$ cat config.mk
export PLATFORM = sky130hd
export DESIGN_NAME = sha256_message_hasher_unit
export DESIGN_NICKNAME = d
export VERILOG_FILES = /design/src/design/shamh_pkg.sv /design/src/design/shamh_sched.sv /design/src/design/shamh_core.sv /design/src/design/shamh_ctrl.sv /design/src/design/sha256_message_hasher_unit.sv
export SDC_FILE = /design/constraint.sdc
export NUM_CORES = 2
export LEC_CHECK = 0
export BUFFER_PORTS_ARGS = -buffer_cell sky130_fd_sc_hd__buf_2
export CAP_MARGIN = 40
export CORE_MARGIN = 1.5
export CORE_UTILIZATION = 35
export DETAILED_ROUTE_END_ITERATION = 16
export GPL_TIMING_DRIVEN = 0
export PLACE_DENSITY_LB_ADDON = 0.2
export SYNTH_ARGS = -nofsm -noshare
export SYNTH_HDL_FRONTEND = slang
export SYNTH_SLANG_ARGS = --single-unit
$ cat constraint.sdc
create_clock -name clk_i -period 13.1 [get_ports clk_i]
set_clock_uncertainty 0.1 [all_clocks]
set_input_delay 1.965 -clock clk_i [delete_from_list [all_inputs] [get_ports clk_i]]
set_output_delay 1.965 -clock clk_i [all_outputs]
set_load 0.02 [all_outputs]
$ cat src/design/shamh_pkg.sv
// Shared types, constants and helper functions of the SHA-256 message hasher.
`timescale 1ns / 1ps
`default_nettype none

package shamh_pkg;

  typedef logic [0:7][31:0] hash_t;

  typedef enum logic [2:0] {
    S_IDLE,
    S_ROUND,
    S_FOLD,
    S_PAD,
    S_OUT
  } shamh_state_e;

  typedef struct packed {
    logic        shift_byte;
    logic [7:0]  byte_val;
    logic        sched_shift;
    logic        load_v;
    logic        round_en;
    logic        fold;
    logic        init_h;
    logic [5:0]  rnd;
  } shamh_ctl_t;

  localparam logic [7:0] PAD_MARK      = 8'h80;
  localparam logic [7:0] PAD_ZERO      = 8'h00;
  localparam logic [5:0] LEN_POS       = 6'd56;
  localparam logic [5:0] LAST_POS      = 6'd63;
  localparam logic [5:0] LAST_ROUND    = 6'd63;
  localparam logic [1:0] LAST_WORD_IDX = 2'd3;

  localparam hash_t INIT_H = {
    32'h6a09e667, 32'hbb67ae85, 32'h3c6ef372, 32'ha54ff53a,
    32'h510e527f, 32'h9b05688c, 32'h1f83d9ab, 32'h5be0cd19};

  localparam logic [0:63][31:0] ROUND_K = {
    32'h428a2f98, 32'h71374491, 32'hb5c0fbcf, 32'he9b5dba5,
    32'h3956c25b, 32'h59f111f1, 32'h923f82a4, 32'hab1c5ed5,
    32'hd807aa98, 32'h12835b01, 32'h243185be, 32'h550c7dc3,
    32'h72be5d74, 32'h80deb1fe, 32'h9bdc06a7, 32'hc19bf174,
    32'he49b69c1, 32'hefbe4786, 32'h0fc19dc6, 32'h240ca1cc,
    32'h2de92c6f, 32'h4a7484aa, 32'h5cb0a9dc, 32'h76f988da,
    32'h983e5152, 32'ha831c66d, 32'hb00327c8, 32'hbf597fc7,
    32'hc6e00bf3, 32'hd5a79147, 32'h06ca6351, 32'h14292967,
    32'h27b70a85, 32'h2e1b2138, 32'h4d2c6dfc, 32'h53380d13,
    32'h650a7354, 32'h766a0abb, 32'h81c2c92e, 32'h92722c85,
    32'ha2bfe8a1, 32'ha81a664b, 32'hc24b8b70, 32'hc76c51a3,
    32'hd192e819, 32'hd6990624, 32'hf40e3585, 32'h106aa070,
    32'h19a4c116, 32'h1e376c08, 32'h2748774c, 32'h34b0bcb5,
    32'h391c0cb3, 32'h4ed8aa4a, 32'h5b9cca4f, 32'h682e6ff3,
    32'h748f82ee, 32'h78a5636f, 32'h84c87814, 32'h8cc70208,
    32'h90befffa, 32'ha4506ceb, 32'hbef9a3f7, 32'hc67178f2};

  function automatic logic [31:0] rotr(input logic [31:0] x, input int unsigned n);
    rotr = (x >> n) | (x << (32 - n));
  endfunction

  function automatic logic [31:0] bsig0(input logic [31:0] x);
    bsig0 = rotr(x, 2) ^ rotr(x, 13) ^ rotr(x, 22);
  endfunction

  function automatic logic [31:0] bsig1(input logic [31:0] x);
    bsig1 = rotr(x, 6) ^ rotr(x, 11) ^ rotr(x, 25);
  endfunction

  function automatic logic [31:0] ssig0(input logic [31:0] x);
    ssig0 = rotr(x, 7) ^ rotr(x, 18) ^ (x >> 3);
  endfunction

  function automatic logic [31:0] ssig1(input logic [31:0] x);
    ssig1 = rotr(x, 17) ^ rotr(x, 19) ^ (x >> 10);
  endfunction

endpackage

`default_nettype wire

$ cat src/design/shamh_sched.sv
// Block buffer and message schedule window: bytes shift in, schedule words shift out.
`timescale 1ns / 1ps
`default_nettype none

module shamh_sched (
  input  logic                 clk_i,
  input  shamh_pkg::shamh_ctl_t ctl_i,
  output logic [31:0]          w_o
);
  import shamh_pkg::*;

  // Slot j of the window sits at bits [511-32*j -: 32]; slot 0 is the current word.
  logic [511:0] win_q, win_d;
  logic [31:0]  w_next;

  assign w_next = win_q[511:480] + ssig0(win_q[479:448]) + win_q[223:192]
                + ssig1(win_q[63:32]);

  always_comb begin
    win_d = win_q;
    if (ctl_i.shift_byte) begin
      win_d = {win_q[503:0], ctl_i.byte_val};
    end else if (ctl_i.sched_shift) begin
      win_d = {win_q[479:0], w_next};
    end
  end

  always_ff @(posedge clk_i) begin
    win_q <= win_d;
  end

  assign w_o = win_q[511:480];

endmodule

`default_nettype wire

$ cat src/design/shamh_core.sv
// Round unit: working variables, one SHA-256 round per cycle, and the chaining words.
`timescale 1ns / 1ps
`default_nettype none

module shamh_core (
  input  logic                  clk_i,
  input  logic                  rst_ni,
  input  shamh_pkg::shamh_ctl_t ctl_i,
  input  logic [31:0]           w_i,
  input  logic [1:0]            word_idx_i,
  output logic [63:0]           digest_o
);
  import shamh_pkg::*;

  hash_t       h_q, h_d;
  hash_t       v_q, v_d;
  logic [31:0] t1, t2, ch, maj;

  assign ch  = (v_q[4] & v_q[5]) ^ (~v_q[4] & v_q[6]);
  assign maj = (v_q[0] & v_q[1]) ^ (v_q[0] & v_q[2]) ^ (v_q[1] & v_q[2]);
  assign t1  = v_q[7] + bsig1(v_q[4]) + ch + ROUND_K[ctl_i.rnd] + w_i;
  assign t2  = bsig0(v_q[0]) + maj;

  always_comb begin
    v_d = v_q;
    if (ctl_i.load_v) begin
      v_d = h_q;
    end else if (ctl_i.round_en) begin
      v_d = {t1 + t2, v_q[0], v_q[1], v_q[2], v_q[3] + t1, v_q[4], v_q[5], v_q[6]};
    end
  end

  always_comb begin
    h_d = h_q;
    if (ctl_i.init_h) begin
      h_d = INIT_H;
    end else if (ctl_i.fold) begin
      for (int i = 0; i < 8; i++) begin
        h_d[i] = h_q[i] + v_q[i];
      end
    end
  end

  always_ff @(posedge clk_i or negedge rst_ni) begin
    if (!rst_ni) begin
      h_q <= INIT_H;
    end else begin
      h_q <= h_d;
    end
  end

  always_ff @(posedge clk_i) begin
    v_q <= v_d;
  end

  assign digest_o = {h_q[{word_idx_i, 1'b0}], h_q[{word_idx_i, 1'b1}]};

endmodule

`default_nettype wire

$ cat src/design/shamh_ctrl.sv
// Sequencer: byte intake, round counting, byte-serial padding and digest word output.
`timescale 1ns / 1ps
`default_nettype none

module shamh_ctrl (
  input  logic                  clk_i,
  input  logic                  rst_ni,
  input  logic                  in_valid_i,
  input  logic [7:0]            in_byte_i,
  input  logic                  in_present_i,
  input  logic                  in_end_i,
  output logic                  in_ready_o,
  output logic                  out_valid_o,
  input  logic                  out_ready_i,
  output logic [1:0]            word_idx_o,
  output logic                  last_word_o,
  output shamh_pkg::shamh_ctl_t ctl_o
);
  import shamh_pkg::*;

  shamh_state_e state_q, state_d;
  logic [5:0]   rnd_q, rnd_d;
  logic [5:0]   pos_q, pos_d;
  logic [60:0]  cnt_q, cnt_d;
  logic [1:0]   widx_q, widx_d;
  logic         fin_q, fin_d;
  logic         pad_q, pad_d;
  logic         mark_q, mark_d;
  logic         lenb_q, lenb_d;
  logic [63:0]  bit_len;
  logic [63:0]  len_shifted;
  logic [7:0]   pad_byte;

  // Length bytes go out most significant first at positions 56 to 63.
  assign bit_len     = {cnt_q, 3'b000};
  assign len_shifted = bit_len >> {~pos_q[2:0], 3'b000};

  always_comb begin
    if (!mark_q) begin
      pad_byte = PAD_MARK;
    end else if (lenb_q && (pos_q >= LEN_POS)) begin
      pad_byte = len_shifted[7:0];
    end else begin
      pad_byte = PAD_ZERO;
    end
  end

  always_comb begin
    state_d = state_q;
    rnd_d   = rnd_q;
    pos_d   = pos_q;
    cnt_d   = cnt_q;
    widx_d  = widx_q;
    fin_d   = fin_q;
    pad_d   = pad_q;
    mark_d  = mark_q;
    lenb_d  = lenb_q;
    ctl_o             = '0;
    ctl_o.byte_val    = in_byte_i;
    ctl_o.rnd         = rnd_q;
    in_ready_o        = 1'b0;
    out_valid_o       = 1'b0;

    unique case (state_q)
      S_IDLE: begin
        in_ready_o = 1'b1;
        if (in_valid_i) begin
          fin_d  = in_end_i;
          pad_d  = 1'b0;
          mark_d = 1'b0;
          lenb_d = 1'b0;
          if (in_present_i) begin
            ctl_o.shift_byte = 1'b1;
            pos_d = pos_q + 6'd1;
            cnt_d = cnt_q + 61'd1;
            if (pos_q == LAST_POS) begin
              ctl_o.load_v = 1'b1;
              rnd_d   = '0;
              state_d = S_ROUND;
            end else if (in_end_i) begin
              pad_d   = 1'b1;
              state_d = S_PAD;
            end
          end else if (in_end_i) begin
            pad_d   = 1'b1;
            state_d = S_PAD;
          end
        end
      end

      S_ROUND: begin
        ctl_o.round_en    = 1'b1;
        ctl_o.sched_shift = 1'b1;
        rnd_d = rnd_q + 6'd1;
        if (rnd_q == LAST_ROUND) begin
          state_d = S_FOLD;
        end
      end

      S_FOLD: begin
        ctl_o.fold = 1'b1;
        if (!fin_q) begin
          state_d = S_IDLE;
        end else if (!pad_q) begin
          pad_d   = 1'b1;
          state_d = S_PAD;
        end else if (lenb_q) begin
          widx_d  = '0;
          state_d = S_OUT;
        end else begin
          // The marker did not leave room for the length: it goes in a second block.
          lenb_d  = 1'b1;
          state_d = S_PAD;
        end
      end

      S_PAD: begin
        ctl_o.shift_byte = 1'b1;
        ctl_o.byte_val   = pad_byte;
        pos_d = pos_q + 6'd1;
        if (!mark_q) begin
          mark_d = 1'b1;
          if (pos_q < LEN_POS) begin
            lenb_d = 1'b1;
          end
        end
        if (pos_q == LAST_POS) begin
          ctl_o.load_v = 1'b1;
          rnd_d   = '0;
          state_d = S_ROUND;
        end
      end

      S_OUT: begin
        out_valid_o = 1'b1;
        if (out_ready_i) begin
          widx_d = widx_q + 2'd1;
          if (widx_q == LAST_WORD_IDX) begin
            ctl_o.init_h = 1'b1;
            cnt_d   = '0;
            fin_d   = 1'b0;
            state_d = S_IDLE;
          end
        end
      end

      default: begin
        state_d = S_IDLE;
      end
    endcase
  end

  always_ff @(posedge clk_i or negedge rst_ni) begin
    if (!rst_ni) begin
      state_q <= S_IDLE;
      rnd_q   <= '0;
      pos_q   <= '0;
      cnt_q   <= '0;
      widx_q  <= '0;
      fin_q   <= 1'b0;
      pad_q   <= 1'b0;
      mark_q  <= 1'b0;
      lenb_q  <= 1'b0;
    end else begin
      state_q <= state_d;
      rnd_q   <= rnd_d;
      pos_q   <= pos_d;
      cnt_q   <= cnt_d;
      widx_q  <= widx_d;
      fin_q   <= fin_d;
      pad_q   <= pad_d;
      mark_q  <= mark_d;
      lenb_q  <= lenb_d;
    end
  end

  assign word_idx_o  = widx_q;
  assign last_word_o = (widx_q == LAST_WORD_IDX);

  a_round_starts_at_zero : assert property (@(posedge clk_i) disable iff (!rst_ni)
    (state_q == S_ROUND && $past(state_q) != S_ROUND) |-> rnd_q == '0)
    else $error("compression started with a nonzero round count");

  a_round_on_full_block : assert property (@(posedge clk_i) disable iff (!rst_ni)
    (state_q == S_ROUND) |-> pos_q == '0)
    else $error("compression running on a partly filled block");

  a_out_after_length : assert property (@(posedge clk_i) disable iff (!rst_ni)
    (state_q == S_OUT) |-> (lenb_q && mark_q && pos_q == '0))
    else $error("digest output before the length block was compressed");

  a_count_cleared : assert property (@(posedge clk_i) disable iff (!rst_ni)
    (out_valid_o && out_ready_i && last_word_o) |=> (cnt_q == '0 && state_q == S_IDLE))
    else $error("message count not cleared after the last digest word");

endmodule

`default_nettype wire

$ cat src/design/sha256_message_hasher_unit.sv
// Top level of the SHA-256 message hasher: byte stream in, digest words out.
//
// The slave stream takes one message byte per word: tdata carries the byte, tuser
// says whether a byte is present and tlast ends the message. A word with tlast and
// no byte finishes the message with the tail held so far.
// A byte that does not complete a 64-byte block is taken without a stall. A byte that
// completes a block starts a compression: the rounds on the shared round unit, then
// the fold of the result into the chaining words, keep tready low until both are done.
// At the end of a message the padding (marker, zero fill, 64-bit bit length) is
// shifted into the block buffer one byte per cycle, with a compression after each
// padded block; the length takes a second block when the tail leaves no room for it.
// The digest then leaves on the master stream as four 64-bit big-endian words, tuser
// giving the word index and tlast marking the fourth.
// tready stays low during every compression and, once a message has ended, until the
// last digest word is taken, so a stalled receiver simply holds the block in its
// output state. Reset loads the initial hash values and clears the byte count; after
// the fourth word the block returns to that state for the next message.
`timescale 1ns / 1ps
`default_nettype none

module sha256_message_hasher_unit (
  input  logic        clk_i,
  input  logic        rst_ni,
  input  logic        s_axis_tvalid,
  output logic        s_axis_tready,
  input  logic [7:0]  s_axis_tdata,   // [7:0] data_byte
  input  logic        s_axis_tuser,   // [0] byte_present
  input  logic        s_axis_tlast,
  output logic        m_axis_tvalid,
  input  logic        m_axis_tready,
  output logic [63:0] m_axis_tdata,   // [63:0] digest_word
  output logic [1:0]  m_axis_tuser,   // [1:0] word_index
  output logic        m_axis_tlast
);
  import shamh_pkg::*;

  shamh_ctl_t  ctl;
  logic [31:0] sched_w;
  logic [1:0]  word_idx;

  shamh_ctrl u_ctrl (
    .clk_i        (clk_i),
    .rst_ni       (rst_ni),
    .in_valid_i   (s_axis_tvalid),
    .in_byte_i    (s_axis_tdata),
    .in_present_i (s_axis_tuser),
    .in_end_i     (s_axis_tlast),
    .in_ready_o   (s_axis_tready),
    .out_valid_o  (m_axis_tvalid),
    .out_ready_i  (m_axis_tready),
    .word_idx_o   (word_idx),
    .last_word_o  (m_axis_tlast),
    .ctl_o        (ctl)
  );

  shamh_sched u_sched (
    .clk_i (clk_i),
    .ctl_i (ctl),
    .w_o   (sched_w)
  );

  shamh_core u_core (
    .clk_i      (clk_i),
    .rst_ni     (rst_ni),
    .ctl_i      (ctl),
    .w_i        (sched_w),
    .word_idx_i (word_idx),
    .digest_o   (m_axis_tdata)
  );

  assign m_axis_tuser = word_idx;

endmodule

`default_nettype wire
==> results by group <==
Status
  • Status: finished, final reports clean

Worst setup path
  • Crit-path max cell delay: 0.64 ns
  • Reg2reg start: u_ctrl.rnd_q[0]$_DFFE_PN0P_
  • R2r endpoint: u_core.v_q[255]$_DFFE_PP_
  • R2R setup slack: 0.42 ns
  • Worst Reg2Reg Path Length in Cells: 33
  • Worst Path Required: 13.53 ns
  • Crit path kind: reg -> reg
  • Critical Path AT: 13.11 ns
  • Startpoint Class: flop
  • Slowest cell on crit path: mux4_2
  • Worst-path maximum fanout: 11
  • CP Capture Type: flop

Clocking
  • Num CTS Buffers: 140
  • Setup bufs post-CTS: 0
  • Clock sink count: 1106
  • Clk slew on worst S/H paths: 0.07 ns
  • CTS tree: built
  • Clk_lat worst skew: 0.84 ns
  • H-tree levels: 4
  • CTS max path bufs: 3
  • CTS root buf: clkbuf_16

Global routing
  • Global route overflow: 0
  • Largest net degree at the start of global routing: 111
  • Global-route wire length before repair: 445800 um
  • Initial antenna violation count: 22
  • Total GRT Usage: 28.15%
  • Vias in the first global route: 63646

Floorplan
  • Rows: 170
  • Die X: 468.7 um
  • Die Y: 468.7 um
  • Die ar.: 0.2197 mm2
  • # IOs: 83
  • Core Region: 0.2150 mm2
  • Initial Util: 35.30%

Place
  • I/O Buffers: 82
  • Dpl cells: 11312
  • Routability cong.: 1.018
  • Hpwl dp: 248500 um
  • Setup slack at placement: 0.5111 ns

Flow run
  • Total of max-cap violations: 0

Drt
  • DRT Pass-1 Iters: 6
  • Vias: 65060
  • DRC: 0
  • Wire length per cell: 27.22 um
  • Avg Vias per Cell: 5.620
  • 1st-iter DRT viols: 6771
  • WL final: 315100 um
  • ANT nets after route: 0

Logic synthesis
  • FFs w/ async S/R, synth: 30.56%
  • Count leader, synth: nand2_1
  • Post-synth top area cell: edfxtp_1
  • Mapped cell area: 0.07591 mm2
  • Synth Register Bits: 1106
  • Post-synth cell types: 97
  • Warnings, synthesis: 0
  • EDFF count, synth: 768
  • Yosys top cell area share: 30.38%
  • Top post-synthesis cells by count: nand2_1 (2387), edfxtp_1 (768), a21oi_1 (512), o21ai_0 (468), clkbuf_1 (421)
  • Main synth FF type: edfxtp_1
  • Syn_area_per_cell: 9.158 um2
  • Net count after synthesis: 8895
  • Register area share after synthesis: 41.75%
  • Area contributors post-synth: edfxtp_1 (30%), nand2_1 (12%), dfrtp_1 (6.7%)
  • Syn Inst Count: 8289

STA
  • RSZ-0062 raised after global routing: no
  • Final Hold Viols: 0
  • Final TNS setup: 0 ns
  • Slack of the critical path: 0.4160 ns
  • Worst Tran Pin Value: 0.9618 ns
  • Minimum clock period: 12.68 ns
  • Fmax: 78.84 MHz
  • Final period util: 96.82%
  • Rel. slew slack: 35.33%
  • Setup violations, final: 0
  • Final Max Tran Viols: 0

Hold path
  • Hold Path Stages: 1
  • WHS Endpoint: u_ctrl.pos_q[5]$_DFFE_PN0P_
  • Worst Hold Class: reg -> reg
  • Worst Hold Launch: u_ctrl.pos_q[5]$_DFFE_PN0P_

Final layout
  • Layout cell share with drive strength beyond 1: 8.233%
  • Nets: 9222
  • Non-filler instance count after layout: 11577
  • # fillers: 21438
  • P&R area growth vs syn: 13.36%
[final cells by class]
| type | count | area (um2) | area share (%) |
|---|---|---|---|
| flip-flops and latches | 1106 | 31690 | 36.83 |
| plain buffers | 463 | 1778 | 2.066 |
| diodes | 6 | 15.01 | 0.01745 |
| clock inverters | 70 | 873.3 | 1.015 |
| multi-input cells | 6413 | 41330 | 48.03 |
| repair buffers | 185 | 1867 | 2.169 |
| clock buffers | 189 | 3787 | 4.401 |
| well taps | 2838 | 3551 | 4.126 |
| inverters | 307 | 1160 | 1.348 |
[metal layers]
metal | track usage (%) | vias to the layer above | share of wire [%]
met5 | 0 | - | 0.021
met4 | 13.69 | 8 | 5.4
met3 | 4.877 | 610 | 8.2
met2 | 45.53 | 3008 | 46
met1 | 36.37 | 32069 | 41
li1 | - | 29365 | -
[critical path: cells and delay by family (launching register included)]
kind            cells  cell delay [ns]
xor+xnor            3             0.78
compound gates     13             4.49
simple gates        2             0.73
buf+inv             7             2.01
mux                 1             0.64
fa+ha+maj           7             3.09
flops               1             0.57
[state kept, by name, indices dropped and copies added, names as in the netlist]
register / cells
u_sched.win_q: 512
u_core.h_q: 256
u_core.v_q: 256
u_ctrl.cnt_q: 61
u_ctrl.pos_q: 6
u_ctrl.rnd_q: 6
u_ctrl.state_q: 3
u_ctrl.word_idx_o: 2
u_ctrl.fin_q: 1
u_ctrl.lenb_q: 1
u_ctrl.mark_q: 1
u_ctrl.pad_q: 1
[kinds of logic (layout without fill, tap and decap cells)]
kind of cell | count (synthesis) | in the layout | synth area share, %
AND/OR/NAND/NOR | 3385 | 3385 | 18.44
AO/OA/AOI/OAI | 1668 | 1668 | 13.64
flip-flops | 1106 | 1106 | 41.75
buffers and inverters | 770 | 1214 | 3.829
adder cells (fa/ha/maj) | 614 | 614 | 11.98
XOR/XNOR | 600 | 600 | 6.941
multiplexers | 146 | 146 | 3.428
other | 0 | 6 | 0
[layout by cell type, fill, tap and decap left out, drive strengths merged, types with 56 or more instances in the layout]
master / n
nor3: 117
buf: 226
clkbuf: 610
nand3: 155
xor2: 220
a21oi: 512
mux4: 88
fa: 195
nand2: 2391
edfxtp: 768
a211oi: 78
dfrtp: 202
o21ai: 473
a21o: 171
nor2: 402
ha: 397
o21a: 56
xnor2: 379
dfstp: 136
inv: 308
clkinv: 58
[timing repair]
action                                 4_1_cts  5_1_grt
endpoints found under the hold margin        0        0
gates resized for setup                      0        1
hold buffers                                 0        0
setup endpoints to repair                    0        1
[metrics by stage]
stage / util (%) / hold slack (ns) / instance area (um2)
global route: 40.01 / 0.4229 / 86050
CTS: 40.01 / 0.3785 / 86040
finish: 40.02 / 0.3808 / 86060
detailed placement: 37.84 / 0.3661 / 81380
global placement: 37.14 / 0.3508 / 79870
floorplan: - / 0.3342 / 75910
[worst max path at each step]
stage / startpoint / endpoint / slack [ns]
finish: u_ctrl.rnd_q[0]$_DFFE_PN0P_ / u_core.v_q[255]$_DFFE_PP_ / 0.42
floorplan: s_axis_tvalid / u_sched.win_q[0]$_DFFE_PP_ / 4.02
global route: u_ctrl.rnd_q[0]$_DFFE_PN0P_ / u_core.v_q[255]$_DFFE_PP_ / 0.21
CTS: u_ctrl.rnd_q[0]$_DFFE_PN0P_ / u_core.v_q[255]$_DFFE_PP_ / 0.50
global placement: s_axis_tuser / u_core.v_q[194]$_DFFE_PP_ / -0.58
detailed placement: u_ctrl.rnd_q[0]$_DFFE_PN0P_ / u_core.v_q[255]$_DFFE_PP_ / 0.51
Power is left out: the tool's default activity adds up to more than one toggle a clock period on the data nets, which glitch-free logic cannot reach.
